File: src/design/bascule_bridge_sequencer_defines.svh
// Assertion helpers for the bridge sequencer
`ifndef BASCULE_BRIDGE_SEQUENCER_DEFINES_SVH
`define BASCULE_BRIDGE_SEQUENCER_DEFINES_SVH

// Check a property on every clock edge outside reset
`define BBS_ASSERT(label, prop, msg) \
    label: assert property (@(posedge clk) disable iff (!rst_n) (prop)) else $error(msg);

// Check an implication in the next cycle
`define BBS_ASSERT_NEXT(label, pre, post, msg) \
    label: assert property (@(posedge clk) disable iff (!rst_n) (pre) |=> (post)) else $error(msg);

`endif

File: src/design/bbs_pkg.sv
package bbs_pkg;

    localparam int TimerBits = 20;
    localparam int QueueDepth = 4;
    localparam int QueueIdxBits = 2;

    typedef enum logic [3:0] {
        ST_IDLE      = 4'd0,
        ST_STOPPING  = 4'd1,
        ST_OPENING   = 4'd2,
        ST_OPEN      = 4'd3,
        ST_CLOSING   = 4'd4,
        ST_RESUMING  = 4'd5,
        ST_FAULT     = 4'd6,
        ST_MANUAL    = 4'd7,
        ST_M_OPENING = 4'd8,
        ST_M_OPEN    = 4'd9,
        ST_M_CLOSING = 4'd10,
        ST_M_CLOSED  = 4'd11
    } bridge_state_t;

    typedef enum logic [4:0] {
        EV_TICK = 5'd0, EV_RESET = 5'd1, EV_FAULT = 5'd2, EV_TIMEOUT = 5'd3,
        EV_OVR_ON = 5'd4, EV_OVR_OFF = 5'd5, EV_BEAM_ON = 5'd6, EV_BEAM_OFF = 5'd7,
        EV_DET = 5'd8, EV_DET_L = 5'd9, EV_DET_R = 5'd10, EV_PASSED = 5'd11,
        EV_STOPPED = 5'd12, EV_OPENED = 5'd13, EV_CLOSED = 5'd14,
        EV_RESUMED = 5'd15, EV_FAULT_CLR = 5'd16, EV_M_OPEN = 5'd17,
        EV_M_CLOSE = 5'd18, EV_M_STOP = 5'd19, EV_M_RESUME = 5'd20
    } event_t;

    typedef enum logic [3:0] {
        A_STATE = 4'd0, A_STOP = 4'd1, A_RESUME = 4'd2, A_RAISE = 4'd3,
        A_LOWER = 4'd4, A_LG = 4'd5, A_LR = 4'd6, A_RG = 4'd7, A_RR = 4'd8,
        A_SAFE = 4'd9, A_IDLE = 4'd10, A_OPP_LR = 4'd11, A_OPP_RL = 4'd12,
        A_DET_RESET = 4'd13, A_ALL_SENS = 4'd14
    } action_t;

    localparam logic [1:0] SIDE_NONE = 2'd0;
    localparam logic [1:0] SIDE_LEFT = 2'd1;
    localparam logic [1:0] SIDE_RIGHT = 2'd2;

    localparam logic [1:0] DEF_NONE = 2'd0;
    localparam logic [1:0] DEF_AUTO = 2'd1;
    localparam logic [1:0] DEF_MANUAL = 2'd2;

    localparam logic [1:0] REG_PASSAGE = 2'd0;
    localparam logic [1:0] REG_CLEARANCE = 2'd1;
    localparam logic [1:0] REG_DETLINK = 2'd2;

    // Classified event handed from front to back
    typedef struct packed {
        logic [4:0] kind;
        logic [1:0] side;
    } bbs_event_t;

    // One result item
    typedef struct packed {
        logic [3:0] action;
        logic [3:0] bridge_state;
        logic [3:0] prior_state;
        logic       last_of_run;
    } bbs_result_t;

endpackage

File: src/design/bbs_front.sv
module bbs_front (
    input  logic                clk,
    input  logic                rst_n,
    input  logic                push,
    output logic                full,
    input  logic [4:0]          kind,
    input  logic [1:0]          boat_side,
    output logic                ev_valid,
    input  logic                ev_take,
    output bbs_pkg::bbs_event_t ev_head
);

    bbs_pkg::bbs_event_t mem [bbs_pkg::QueueDepth];
    logic [bbs_pkg::QueueIdxBits-1:0] wr_reg;
    logic [bbs_pkg::QueueIdxBits-1:0] rd_reg;
    logic [bbs_pkg::QueueIdxBits:0]   cnt_reg;
    logic [bbs_pkg::QueueIdxBits:0]   cnt_next;
    logic do_push;

    assign full    = (cnt_reg == (bbs_pkg::QueueIdxBits+1)'(bbs_pkg::QueueDepth));
    assign do_push = push && !full;
    assign ev_valid = (cnt_reg != '0);
    assign ev_head  = mem[rd_reg];

    // Count entries in flight
    always_comb
    begin
        cnt_next = cnt_reg;
        if (do_push && !ev_take)
            cnt_next = cnt_reg + 1'b1;
        else if (!do_push && ev_take)
            cnt_next = cnt_reg - 1'b1;
    end

    // Store classified events
    always_ff @(posedge clk)
    begin
        if (do_push)
        begin
            mem[wr_reg].kind <= kind;
            mem[wr_reg].side <= (boat_side == 2'd3) ? bbs_pkg::SIDE_NONE : boat_side;
        end
    end

    // Advance pointers
    always_ff @(posedge clk or negedge rst_n)
    begin
        if (!rst_n)
        begin
            wr_reg  <= '0;
            rd_reg  <= '0;
            cnt_reg <= '0;
        end
        else
        begin
            if (do_push)
                wr_reg <= wr_reg + 1'b1;
            if (ev_take)
                rd_reg <= rd_reg + 1'b1;
            cnt_reg <= cnt_next;
        end
    end

endmodule

File: src/design/bbs_back.sv
module bbs_back (
    input  logic                 clk,
    input  logic                 rst_n,
    input  logic                 ev_valid,
    output logic                 ev_take,
    input  bbs_pkg::bbs_event_t  ev_head,
    input  logic [19:0]          passage_ticks,
    input  logic [19:0]          clearance_ticks,
    input  logic                 det_link,
    input  logic                 pop,
    output logic                 empty,
    output bbs_pkg::bbs_result_t res_head
);

    localparam logic [bbs_pkg::TimerBits-1:0] TMax = '1;

    bbs_pkg::bridge_state_t cur_reg, cur_next, prv_reg, prv_next;
    logic [1:0] act_reg, act_next, lat_reg, lat_next, def_reg, def_next;
    logic cyc_reg, cyc_next, awt_reg, awt_next, opp_reg, opp_next;
    logic beam_reg, beam_next, otr_reg, otr_next;
    logic [bbs_pkg::TimerBits-1:0] oel_reg, oel_next, cel_reg, cel_next;

    // Result buffer: one batch per event
    bbs_pkg::bbs_result_t buf_reg [4];
    bbs_pkg::bbs_result_t buf_next [4];
    logic [2:0] bcnt_reg, bcnt_next;
    logic [1:0] bidx_reg;
    bbs_pkg::bbs_result_t nb [4];
    logic [2:0] nc;

    logic busy;
    assign busy    = (bcnt_reg != '0);
    assign empty   = !busy;
    assign res_head = buf_reg[bidx_reg];
    // Take a new event when the buffer is empty or its last item leaves now
    assign ev_take = ev_valid && (!busy || (pop && bcnt_reg == 3'd1));

    // Event evaluation (one event per take)
    always_comb
    begin
        logic [4:0] k;
        logic [1:0] s;
        logic [1:0] opp;
        logic seen;
        logic [3:0] lact;
        logic [1:0] ldef;
        logic lman;
        logic do_lower;
        logic do_fault;
        k = ev_head.kind;
        s = ev_head.side;
        opp = 2'd0;
        seen = 1'b0;
        do_lower = 1'b0;
        do_fault = 1'b0;
        lman = 1'b0;
        lact = 4'd0;
        ldef = 2'd0;
        cur_next = cur_reg; prv_next = prv_reg;
        act_next = act_reg; lat_next = lat_reg; def_next = def_reg;
        cyc_next = cyc_reg; awt_next = awt_reg; opp_next = opp_reg;
        beam_next = beam_reg; otr_next = otr_reg;
        oel_next = oel_reg; cel_next = cel_reg;
        nc = 3'd0;
        for (int i = 0; i < 4; i++)
            nb[i] = '0;

        // The helpers below are spelled out inline, in the model's order
        if (k == bbs_pkg::EV_TICK)
        begin
            if (otr_next && oel_next != TMax) oel_next = oel_next + 1'b1;
            if (awt_next && cel_next != TMax) cel_next = cel_next + 1'b1;
            if (cur_next == bbs_pkg::ST_OPEN && otr_next && oel_next >= passage_ticks)
            begin
                // fault entry
                act_next = bbs_pkg::SIDE_NONE; cyc_next = 1'b0; otr_next = 1'b0;
                oel_next = '0; cel_next = '0; awt_next = 1'b0; opp_next = 1'b0;
                lat_next = bbs_pkg::SIDE_NONE; def_next = bbs_pkg::DEF_NONE;
                beam_next = 1'b0;
                if (det_link)
                begin
                    nb[nc[1:0]] = {bbs_pkg::A_ALL_SENS, cur_next, prv_next, 1'b0};
                    nc = nc + 1'b1;
                end
                prv_next = cur_next; cur_next = bbs_pkg::ST_FAULT;
                nb[nc[1:0]] = {bbs_pkg::A_STATE, cur_next, prv_next, 1'b0}; nc = nc + 1'b1;
                nb[nc[1:0]] = {bbs_pkg::A_SAFE, cur_next, prv_next, 1'b0}; nc = nc + 1'b1;
            end
            if (awt_next && cel_next >= clearance_ticks)
            begin
                seen = opp_next;
                awt_next = 1'b0; cel_next = '0; opp_next = 1'b0;
                if (seen)
                begin
                    do_lower = 1'b1;
                    lman = 1'b0;
                end
                else if (cur_next != bbs_pkg::ST_FAULT)
                    do_fault = 1'b1;
            end
        end
        else
        begin
            if (k == bbs_pkg::EV_BEAM_ON) beam_next = 1'b1;
            else if (k == bbs_pkg::EV_BEAM_OFF) beam_next = 1'b0;
            if (s != bbs_pkg::SIDE_NONE)
            begin
                lat_next = s;
                if ((k == bbs_pkg::EV_DET || k == bbs_pkg::EV_DET_L ||
                     k == bbs_pkg::EV_DET_R) && !cyc_next)
                    act_next = s;
            end
            if (k == bbs_pkg::EV_RESET)
            begin
                act_next = bbs_pkg::SIDE_NONE; cyc_next = 1'b0; otr_next = 1'b0;
                oel_next = '0; cel_next = '0; awt_next = 1'b0; opp_next = 1'b0;
                lat_next = bbs_pkg::SIDE_NONE; def_next = bbs_pkg::DEF_NONE;
                beam_next = 1'b0;
                if (det_link)
                begin
                    nb[nc[1:0]] = {bbs_pkg::A_ALL_SENS, cur_next, prv_next, 1'b0};
                    nc = nc + 1'b1;
                end
                if (cur_next != bbs_pkg::ST_IDLE)
                begin
                    prv_next = cur_next; cur_next = bbs_pkg::ST_IDLE;
                end
                nb[nc[1:0]] = {bbs_pkg::A_STATE, cur_next, prv_next, 1'b0}; nc = nc + 1'b1;
                nb[nc[1:0]] = {bbs_pkg::A_IDLE, cur_next, prv_next, 1'b0}; nc = nc + 1'b1;
            end
            else if (k == bbs_pkg::EV_FAULT || k == bbs_pkg::EV_TIMEOUT)
            begin
                if (cur_next != bbs_pkg::ST_FAULT) do_fault = 1'b1;
            end
            else if (k == bbs_pkg::EV_OVR_ON)
            begin
                if (cur_next != bbs_pkg::ST_MANUAL)
                begin
                    prv_next = cur_next; cur_next = bbs_pkg::ST_MANUAL;
                    nb[nc[1:0]] = {bbs_pkg::A_STATE, cur_next, prv_next, 1'b0};
                    nc = nc + 1'b1;
                end
            end
            else if (k == bbs_pkg::EV_BEAM_ON)
            begin
                nc = nc;
            end
            else if (k == bbs_pkg::EV_BEAM_OFF)
            begin
                if (def_next == bbs_pkg::DEF_AUTO)
                begin
                    do_lower = 1'b1; lman = 1'b0;
                end
                else if (def_next == bbs_pkg::DEF_MANUAL)
                begin
                    do_lower = 1'b1; lman = 1'b1;
                end
            end
            else if (k == bbs_pkg::EV_DET_L || k == bbs_pkg::EV_DET_R)
            begin
                if (awt_next && act_next != bbs_pkg::SIDE_NONE)
                begin
                    opp = (act_next == bbs_pkg::SIDE_LEFT) ? bbs_pkg::SIDE_RIGHT
                                                           : bbs_pkg::SIDE_LEFT;
                    if (lat_next == opp) opp_next = 1'b1;
                end
                if (!(lat_next == bbs_pkg::SIDE_NONE || cyc_next ||
                      cur_next != bbs_pkg::ST_IDLE))
                begin
                    cyc_next = 1'b1;
                    act_next = lat_next;
                    prv_next = cur_next; cur_next = bbs_pkg::ST_STOPPING;
                    nb[nc[1:0]] = {bbs_pkg::A_STATE, cur_next, prv_next, 1'b0}; nc = nc + 1'b1;
                    nb[nc[1:0]] = {bbs_pkg::A_STOP, cur_next, prv_next, 1'b0}; nc = nc + 1'b1;
                end
            end
            else if (k == bbs_pkg::EV_DET)
            begin
                nc = nc;
            end
            else
            begin
                unique case (cur_next)
                    bbs_pkg::ST_IDLE, bbs_pkg::ST_M_OPEN, bbs_pkg::ST_M_CLOSED:
                    begin
                        if (k == bbs_pkg::EV_M_OPEN && cur_next != bbs_pkg::ST_M_OPEN)
                        begin
                            prv_next = cur_next; cur_next = bbs_pkg::ST_M_OPENING;
                            nb[nc[1:0]] = {bbs_pkg::A_STATE, cur_next, prv_next, 1'b0};
                            nc = nc + 1'b1;
                            nb[nc[1:0]] = {bbs_pkg::A_RAISE, cur_next, prv_next, 1'b0};
                            nc = nc + 1'b1;
                        end
                        else if (cur_next != bbs_pkg::ST_M_CLOSED)
                        begin
                            if (k == bbs_pkg::EV_M_CLOSE)
                            begin
                                do_lower = 1'b1; lman = 1'b1;
                            end
                            else if (k == bbs_pkg::EV_M_STOP)
                            begin
                                nb[nc[1:0]] = {bbs_pkg::A_STOP, cur_next, prv_next, 1'b0};
                                nc = nc + 1'b1;
                            end
                            else if (k == bbs_pkg::EV_M_RESUME)
                            begin
                                nb[nc[1:0]] = {bbs_pkg::A_RESUME, cur_next, prv_next, 1'b0};
                                nc = nc + 1'b1;
                            end
                        end
                    end
                    bbs_pkg::ST_STOPPING:
                        if (k == bbs_pkg::EV_STOPPED)
                        begin
                            prv_next = cur_next; cur_next = bbs_pkg::ST_OPENING;
                            nb[nc[1:0]] = {bbs_pkg::A_STATE, cur_next, prv_next, 1'b0};
                            nc = nc + 1'b1;
                            nb[nc[1:0]] = {bbs_pkg::A_RAISE, cur_next, prv_next, 1'b0};
                            nc = nc + 1'b1;
                        end
                    bbs_pkg::ST_OPENING:
                        if (k == bbs_pkg::EV_OPENED)
                        begin
                            prv_next = cur_next; cur_next = bbs_pkg::ST_OPEN;
                            nb[nc[1:0]] = {bbs_pkg::A_STATE, cur_next, prv_next, 1'b0};
                            nc = nc + 1'b1;
                            otr_next = 1'b1; oel_next = '0;
                            if (act_next == bbs_pkg::SIDE_LEFT)
                            begin
                                nb[nc[1:0]] = {bbs_pkg::A_LG, cur_next, prv_next, 1'b0};
                                nc = nc + 1'b1;
                            end
                            else if (act_next == bbs_pkg::SIDE_RIGHT)
                            begin
                                nb[nc[1:0]] = {bbs_pkg::A_RG, cur_next, prv_next, 1'b0};
                                nc = nc + 1'b1;
                            end
                        end
                    bbs_pkg::ST_OPEN:
                        if (k == bbs_pkg::EV_PASSED)
                        begin
                            nb[nc[1:0]] = {bbs_pkg::A_LR, cur_next, prv_next, 1'b0};
                            nc = nc + 1'b1;
                            nb[nc[1:0]] = {bbs_pkg::A_RR, cur_next, prv_next, 1'b0};
                            nc = nc + 1'b1;
                            if (det_link && act_next != bbs_pkg::SIDE_NONE)
                            begin
                                lact = (act_next == bbs_pkg::SIDE_LEFT) ? bbs_pkg::A_OPP_LR
                                                                        : bbs_pkg::A_OPP_RL;
                                nb[nc[1:0]] = {lact, cur_next, prv_next, 1'b0};
                                nc = nc + 1'b1;
                                nb[nc[1:0]] = {bbs_pkg::A_DET_RESET, cur_next, prv_next, 1'b0};
                                nc = nc + 1'b1;
                            end
                            awt_next = 1'b1; cel_next = '0; opp_next = 1'b0;
                        end
                    bbs_pkg::ST_CLOSING:
                        if (k == bbs_pkg::EV_CLOSED)
                        begin
                            prv_next = cur_next; cur_next = bbs_pkg::ST_RESUMING;
                            nb[nc[1:0]] = {bbs_pkg::A_STATE, cur_next, prv_next, 1'b0};
                            nc = nc + 1'b1;
                            nb[nc[1:0]] = {bbs_pkg::A_RESUME, cur_next, prv_next, 1'b0};
                            nc = nc + 1'b1;
                        end
                    bbs_pkg::ST_RESUMING:
                        if (k == bbs_pkg::EV_RESUMED)
                        begin
                            if (det_link)
                            begin
                                nb[nc[1:0]] = {bbs_pkg::A_ALL_SENS, cur_next, prv_next, 1'b0};
                                nc = nc + 1'b1;
                            end
                            act_next = bbs_pkg::SIDE_NONE; cyc_next = 1'b0; otr_next = 1'b0;
                            oel_next = '0; cel_next = '0; awt_next = 1'b0; opp_next = 1'b0;
                            prv_next = cur_next; cur_next = bbs_pkg::ST_IDLE;
                            nb[nc[1:0]] = {bbs_pkg::A_STATE, cur_next, prv_next, 1'b0};
                            nc = nc + 1'b1;
                        end
                    bbs_pkg::ST_FAULT:
                        if (k == bbs_pkg::EV_FAULT_CLR)
                        begin
                            prv_next = cur_next; cur_next = bbs_pkg::ST_IDLE;
                            nb[nc[1:0]] = {bbs_pkg::A_STATE, cur_next, prv_next, 1'b0};
                            nc = nc + 1'b1;
                        end
                    bbs_pkg::ST_MANUAL:
                        if (k == bbs_pkg::EV_OVR_OFF)
                        begin
                            prv_next = cur_next; cur_next = bbs_pkg::ST_IDLE;
                            nb[nc[1:0]] = {bbs_pkg::A_STATE, cur_next, prv_next, 1'b0};
                            nc = nc + 1'b1;
                        end
                    bbs_pkg::ST_M_OPENING:
                        if (k == bbs_pkg::EV_OPENED)
                        begin
                            prv_next = cur_next; cur_next = bbs_pkg::ST_M_OPEN;
                            nb[nc[1:0]] = {bbs_pkg::A_STATE, cur_next, prv_next, 1'b0};
                            nc = nc + 1'b1;
                        end
                    bbs_pkg::ST_M_CLOSING:
                        if (k == bbs_pkg::EV_CLOSED)
                        begin
                            prv_next = cur_next; cur_next = bbs_pkg::ST_IDLE;
                            nb[nc[1:0]] = {bbs_pkg::A_STATE, cur_next, prv_next, 1'b0};
                            nc = nc + 1'b1;
                        end
                    default: nc = nc;
                endcase
            end
        end

        // Fault entry requested by a global event or the clearance check
        if (do_fault)
        begin
            act_next = bbs_pkg::SIDE_NONE; cyc_next = 1'b0; otr_next = 1'b0;
            oel_next = '0; cel_next = '0; awt_next = 1'b0; opp_next = 1'b0;
            lat_next = bbs_pkg::SIDE_NONE; def_next = bbs_pkg::DEF_NONE;
            beam_next = 1'b0;
            if (det_link && nc < 3'd4)
            begin
                nb[nc[1:0]] = {bbs_pkg::A_ALL_SENS, cur_next, prv_next, 1'b0};
                nc = nc + 1'b1;
            end
            prv_next = cur_next; cur_next = bbs_pkg::ST_FAULT;
            if (nc < 3'd4)
            begin
                nb[nc[1:0]] = {bbs_pkg::A_STATE, cur_next, prv_next, 1'b0};
                nc = nc + 1'b1;
            end
            if (nc < 3'd4)
            begin
                nb[nc[1:0]] = {bbs_pkg::A_SAFE, cur_next, prv_next, 1'b0};
                nc = nc + 1'b1;
            end
        end

        // Lower request: defer while the beam is blocked
        if (do_lower)
        begin
            ldef = lman ? bbs_pkg::DEF_MANUAL : bbs_pkg::DEF_AUTO;
            if (beam_next)
                def_next = ldef;
            else
            begin
                def_next = bbs_pkg::DEF_NONE;
                prv_next = cur_next;
                cur_next = lman ? bbs_pkg::ST_M_CLOSING : bbs_pkg::ST_CLOSING;
                if (nc < 3'd4)
                begin
                    nb[nc[1:0]] = {bbs_pkg::A_STATE, cur_next, prv_next, 1'b0};
                    nc = nc + 1'b1;
                end
                if (nc < 3'd4)
                begin
                    nb[nc[1:0]] = {bbs_pkg::A_LOWER, cur_next, prv_next, 1'b0};
                    nc = nc + 1'b1;
                end
            end
        end

        // Mark the last item of the batch
        if (nc != 3'd0)
            nb[nc[1:0] - 2'd1].last_of_run = 1'b1;
    end

    // Buffer load and drain
    always_comb
    begin
        for (int i = 0; i < 4; i++)
            buf_next[i] = ev_take ? nb[i] : buf_reg[i];
        bcnt_next = bcnt_reg;
        if (ev_take)
            bcnt_next = nc;
        else if (pop && busy)
            bcnt_next = bcnt_reg - 1'b1;
    end

    always_ff @(posedge clk)
    begin
        for (int i = 0; i < 4; i++)
            buf_reg[i] <= buf_next[i];
    end

    // Hold sequencer state
    always_ff @(posedge clk or negedge rst_n)
    begin
        if (!rst_n)
        begin
            cur_reg <= bbs_pkg::ST_IDLE; prv_reg <= bbs_pkg::ST_IDLE;
            act_reg <= bbs_pkg::SIDE_NONE; lat_reg <= bbs_pkg::SIDE_NONE;
            def_reg <= bbs_pkg::DEF_NONE;
            cyc_reg <= 1'b0; awt_reg <= 1'b0; opp_reg <= 1'b0;
            beam_reg <= 1'b0; otr_reg <= 1'b0;
            oel_reg <= '0; cel_reg <= '0;
            bcnt_reg <= '0; bidx_reg <= '0;
        end
        else
        begin
            if (ev_take)
            begin
                cur_reg <= cur_next; prv_reg <= prv_next;
                act_reg <= act_next; lat_reg <= lat_next; def_reg <= def_next;
                cyc_reg <= cyc_next; awt_reg <= awt_next; opp_reg <= opp_next;
                beam_reg <= beam_next; otr_reg <= otr_next;
                oel_reg <= oel_next; cel_reg <= cel_next;
                bidx_reg <= '0;
            end
            else if (pop && busy)
                bidx_reg <= bidx_reg + 1'b1;
            bcnt_reg <= bcnt_next;
        end
    end

endmodule

File: src/design/bascule_bridge_sequencer.sv
// An event is evaluated when the back end takes it, which waits until the result
// buffer is empty or its last item is popped; the results are then registered into it.
// Throughput with pop held: one event per cycle when it causes at most one result;
// otherwise one result item per cycle, set by the four-entry result buffer drain.
// Reset (rst_n low, asynchronous): idle state, queues empty, registers to defaults.
`include "bascule_bridge_sequencer_defines.svh"

module bascule_bridge_sequencer (
    input  logic        clk,
    input  logic        rst_n,
    input  logic        push,
    output logic        full,
    input  logic [4:0]  kind,
    input  logic [1:0]  boat_side,
    output logic        empty,
    input  logic        pop,
    output logic [3:0]  action,
    output logic [3:0]  bridge_state,
    output logic [3:0]  prior_state,
    output logic        last_of_run,
    input  logic        cfg_valid,
    output logic        cfg_ready,
    input  logic [1:0]  cfg_index,
    input  logic [19:0] cfg_data
);

    logic [19:0] passage_reg;
    logic [19:0] clearance_reg;
    logic        detlink_reg;
    logic        ev_valid;
    logic        ev_take;
    bbs_pkg::bbs_event_t  ev_head;
    bbs_pkg::bbs_result_t res_head;

    assign cfg_ready = 1'b1;

    // Configuration registers
    always_ff @(posedge clk or negedge rst_n)
    begin
        if (!rst_n)
        begin
            passage_reg   <= 20'd60000;
            clearance_reg <= 20'd10000;
            detlink_reg   <= 1'b1;
        end
        else if (cfg_valid)
        begin
            case (cfg_index)
                bbs_pkg::REG_PASSAGE:   passage_reg   <= cfg_data;
                bbs_pkg::REG_CLEARANCE: clearance_reg <= cfg_data;
                bbs_pkg::REG_DETLINK:   detlink_reg   <= cfg_data[0];
                default:                detlink_reg   <= detlink_reg;
            endcase
        end
    end

    bbs_front u_front (
        .clk      (clk),
        .rst_n    (rst_n),
        .push     (push),
        .full     (full),
        .kind     (kind),
        .boat_side(boat_side),
        .ev_valid (ev_valid),
        .ev_take  (ev_take),
        .ev_head  (ev_head)
    );

    bbs_back u_back (
        .clk            (clk),
        .rst_n          (rst_n),
        .ev_valid       (ev_valid),
        .ev_take        (ev_take),
        .ev_head        (ev_head),
        .passage_ticks  (passage_reg),
        .clearance_ticks(clearance_reg),
        .det_link       (detlink_reg),
        .pop            (pop),
        .empty          (empty),
        .res_head       (res_head)
    );

    assign action       = res_head.action;
    assign bridge_state = res_head.bridge_state;
    assign prior_state  = res_head.prior_state;
    assign last_of_run  = res_head.last_of_run;

    `BBS_ASSERT(a_state_range, empty || bridge_state <= 4'd11, "state code out of range")
    `BBS_ASSERT_NEXT(a_full_holds, full && !ev_take, full, "full queue drained without a take")
    `BBS_ASSERT(a_take_valid, !ev_take || ev_valid, "back end took from empty queue")

endmodule
File: config.mk
export PLATFORM = sky130hd
export DESIGN_NAME = bascule_bridge_sequencer
export DESIGN_NICKNAME = d
export VERILOG_FILES = /design/src/design/bbs_pkg.sv /design/src/design/bbs_front.sv /design/src/design/bbs_back.sv /design/src/design/bascule_bridge_sequencer.sv
export VERILOG_INCLUDE_DIRS = /design/src /design/src/design
export SDC_FILE = /design/constraint.sdc
export NUM_CORES = 1
export LEC_CHECK = 0
export BUFFER_PORTS_ARGS = -buffer_cell sky130_fd_sc_hd__buf_2
export CAP_MARGIN = 10
export CELL_PAD_IN_SITES_DETAIL_PLACEMENT = 0
export CELL_PAD_IN_SITES_GLOBAL_PLACEMENT = 1
export CORE_MARGIN = 4
export CORE_UTILIZATION = 50
export DETAILED_ROUTE_END_ITERATION = 8
export PLACE_DENSITY_LB_ADDON = 0.15
export SKIP_CTS_REPAIR_TIMING = 1
export SYNTH_ARGS = -nofsm -noshare
export SYNTH_HDL_FRONTEND = slang
export SYNTH_HIERARCHICAL = 1
export SYNTH_SLANG_ARGS = --single-unit
File: constraint.sdc
create_clock -name clk -period 11.3 [get_ports clk]
set_input_delay 1.13 -clock clk [delete_from_list [all_inputs] [get_ports clk]]
set_output_delay 1.13 -clock clk [all_outputs]
set_load 0.05 [all_outputs]
==> results.toml <==
[clocking]
htreeDepth = 4
clock_path_buffers = 2
clockRootBuffer = "clkbuf_16"
cts.sinks = 192
clk_latency_ns = 0.45
cts_tree = "yes"
cts_buffers = 17
clkTransAtPathRegs_ns = 0.08

[yosys]
synth-seq-area-share = 0.380
synth_ff_type = "dfrtp_1"
netlist_area_mm2 = 0.0137
syn_nets = 1572
async_flop_share = 0.583
ys_warn_count = 6
synth_edf_count = 80
synth_top_area_frac = 0.180
yosys.area.top_type = "dfrtp_1"
synth_cell_types = 112
synthTopCellsByArea = "dfrtp_1 (18%), edfxtp_1 (17%), ha_1 (6.7%)"
syn-mean-instance-area_um2 = 9.39
synthCells = 1463
yosys_register_bits = 192

[drt]
via_per_inst = 6.33
drc_errors = 0
wirelength_mm = 40.1
post_drt_wl_per_cell_um = 22.1
dr.pass1.iters = 6
postRouteAntennaNets = 0
vias = 11500
drtIter0Drc = 1294

[power_and_ir_drop]
power_leakage_nw = 6.21
power_density_mw_per_mm2 = 258
vdd_ir_drop_max_mv = 0.133

[critical_path]
slowest_stage = "a221oi_4"
r2r_start = "u_back/oel_reg[2]"
cp.required_ns = 11.48
rrSetupSlack_ns = 2.70
end_kind = "register"
crit-reg2reg-capture = "u_back/buf_reg[3][2]"
cp_max_fo = 39
cp-startpoint = "u_back/oel_reg[2]"
path_common_cell = "ha_1"
cp-start-kind = "register"
endpoint = "u_back/buf_reg[3][2]"
max_stage_delay_ns = 0.57
r2r_cells = 31
critPathKind = "register to register"
arrival_ns = 8.78

[outcome]
outcome = "completed"

[layout]
mostFrequentLayoutCell = "nand2_1"
final_cell_mix = "nand2_1 (138), nor2_1 (125), dfrtp_1 (99), inv_1 (95), o21ai_0 (85)"
layout.nets = 1567
syn2layout_area_growth_pct = 7.35
antennaDiodeCount = 0
fin_util = 0.546
largest_reg_flops = 52
layout-drive-gt1-share = 0.154

[timing]
worst_pin_slew_ns = 1.11
hold_viol = 0
maxSlewHeadroom = 0.258
setup_violations = 0
rsz0062_at_grt = "no"
final.setup_skew_ns = 0.0134
fin_crit_sh = 0.761
setup_tns_ns = 0
maxSlewViolCount = 0
fmax_mhz = 116
period_needed_ns = 8.60

[floorplan]
die_h_um = 174
row_count = 60
core-area_mm2 = 0.0270
die-area_mm2 = 0.0302
die_w_um = 174
start_util = 0.508
ioPinCount = 50

[placed_design]
hpwlAfterDp_mm = 29.8
gp_congestion = 1.02
portBuffers = 48

[global_routing]
grt_pass1_wl_mm = 63.5
grtUsageTotal = 0.264
grt.overflow.total = 0
antenna_found_initial = 0
first_global_vias = 10900
grt_max_degree = 71

[flow_run]
maxCapViolations = 0

[min_path]
hold_class = "register to register"
## area by class of cell
| class | count | area [um2] |
|---|---|---|
| sequential | 192 | 5220 |
| timing repair buffer | 65 | 370 |
| fill | 2510 | 12300 |
| clock buffer | 18 | 450 |
| multi-input combinational | 1085 | 7750 |
| tap | 341 | 427 |
| clock inverter | 14 | 165 |
| inverter | 97 | 364 |
## routing by layer
metal | wire length [um] | GRT usage | up-vias
met5 | 61 | 0.0144 | -
met4 | 1090 | 0.0845 | 2
met3 | 3060 | 0.0532 | 72
met2 | 17000 | 0.376 | 480
met1 | 18900 | 0.401 | 5511
li1 | - | - | 5396
## cell usage after synthesis, types with 13 or more instances
library cell / instances
o211ai_1: 16
nor3_1: 31
nor2b_1: 15
nand4_1: 13
and2_1: 15
buf_2: 22
dfrtp_1: 99
o21ai_0: 86
inv_1: 96
and3_1: 23
mux2_2: 42
xor2_1: 27
a211oi_1: 13
nand3_1: 43
xnor2_1: 24
ha_1: 74
nor2_1: 125
clkbuf_1: 51
o31ai_1: 18
a31oi_1: 17
dfstp_2: 13
mux4_2: 20
nand2b_1: 17
nand2_1: 138
a21oi_1: 77
edfxtp_1: 80
## cells by family after synthesis
family / synth area share
AOI/OAI and AO/OA: 0.200
other: 0.000273
buffers and inverters: 0.0558
xor gates and xnor gates: 0.0325
muxes: 0.0753
and+or+nand+nor: 0.187
adders and majority gates: 0.0688
DFF: 0.380
## metrics by stage
stage / cells / power [W] / instance area [um2] / hold slack, ns / worst slack, ns
floorplan: 1463 / 0.00258 / 13700 / 0.443 / 3.35
global placement: 1780 / 0.00313 / 14100 / 0.461 / 3.10
detailed placement: 1780 / 0.00315 / 14100 / 0.467 / 2.83
CTS: 1812 / 0.00378 / 14800 / 0.486 / 2.79
global route: 1812 / 0.00405 / 14800 / 0.524 / 2.09
finish: 1812 / 0.00381 / 14800 / 0.489 / 2.70
## power breakdown
part	total [W]	internal [W]	switching (W)
registers	0.00106	0.000938	0.000127
clock network	0.000619	0.000312	0.000307
logic	0.00213	0.000676	0.00145
## worst min path at each step
stage	startpoint	end	slack, ns	cells after the start
CTS	u_back/def_reg[0]	u_back/def_reg[0]	0.49	2
global placement	u_back/def_reg[0]	u_back/def_reg[0]	0.46	2
detailed placement	u_back/def_reg[0]	u_back/def_reg[0]	0.47	2
floorplan	u_back/def_reg[0]	u_back/def_reg[0]	0.44	2
global route	u_front/cnt_reg[2]	u_front/cnt_reg[2]	0.52	1
finish	u_back/def_reg[1]	u_back/def_reg[1]	0.49	2
## critical path, delay by kind of cell (launching register included)
| family | cells | cell delay (ns) |
|---|---|---|
| buf+inv | 2 | 0.37 |
| flops | 1 | 0.46 |
| xor+xnor | 1 | 0.14 |
| mux | 1 | 0.31 |
| fa+ha+maj | 4 | 1.15 |
| compound gates | 12 | 3.13 |
| simple gates | 11 | 2.74 |
(Power assumes the default switching activity.)
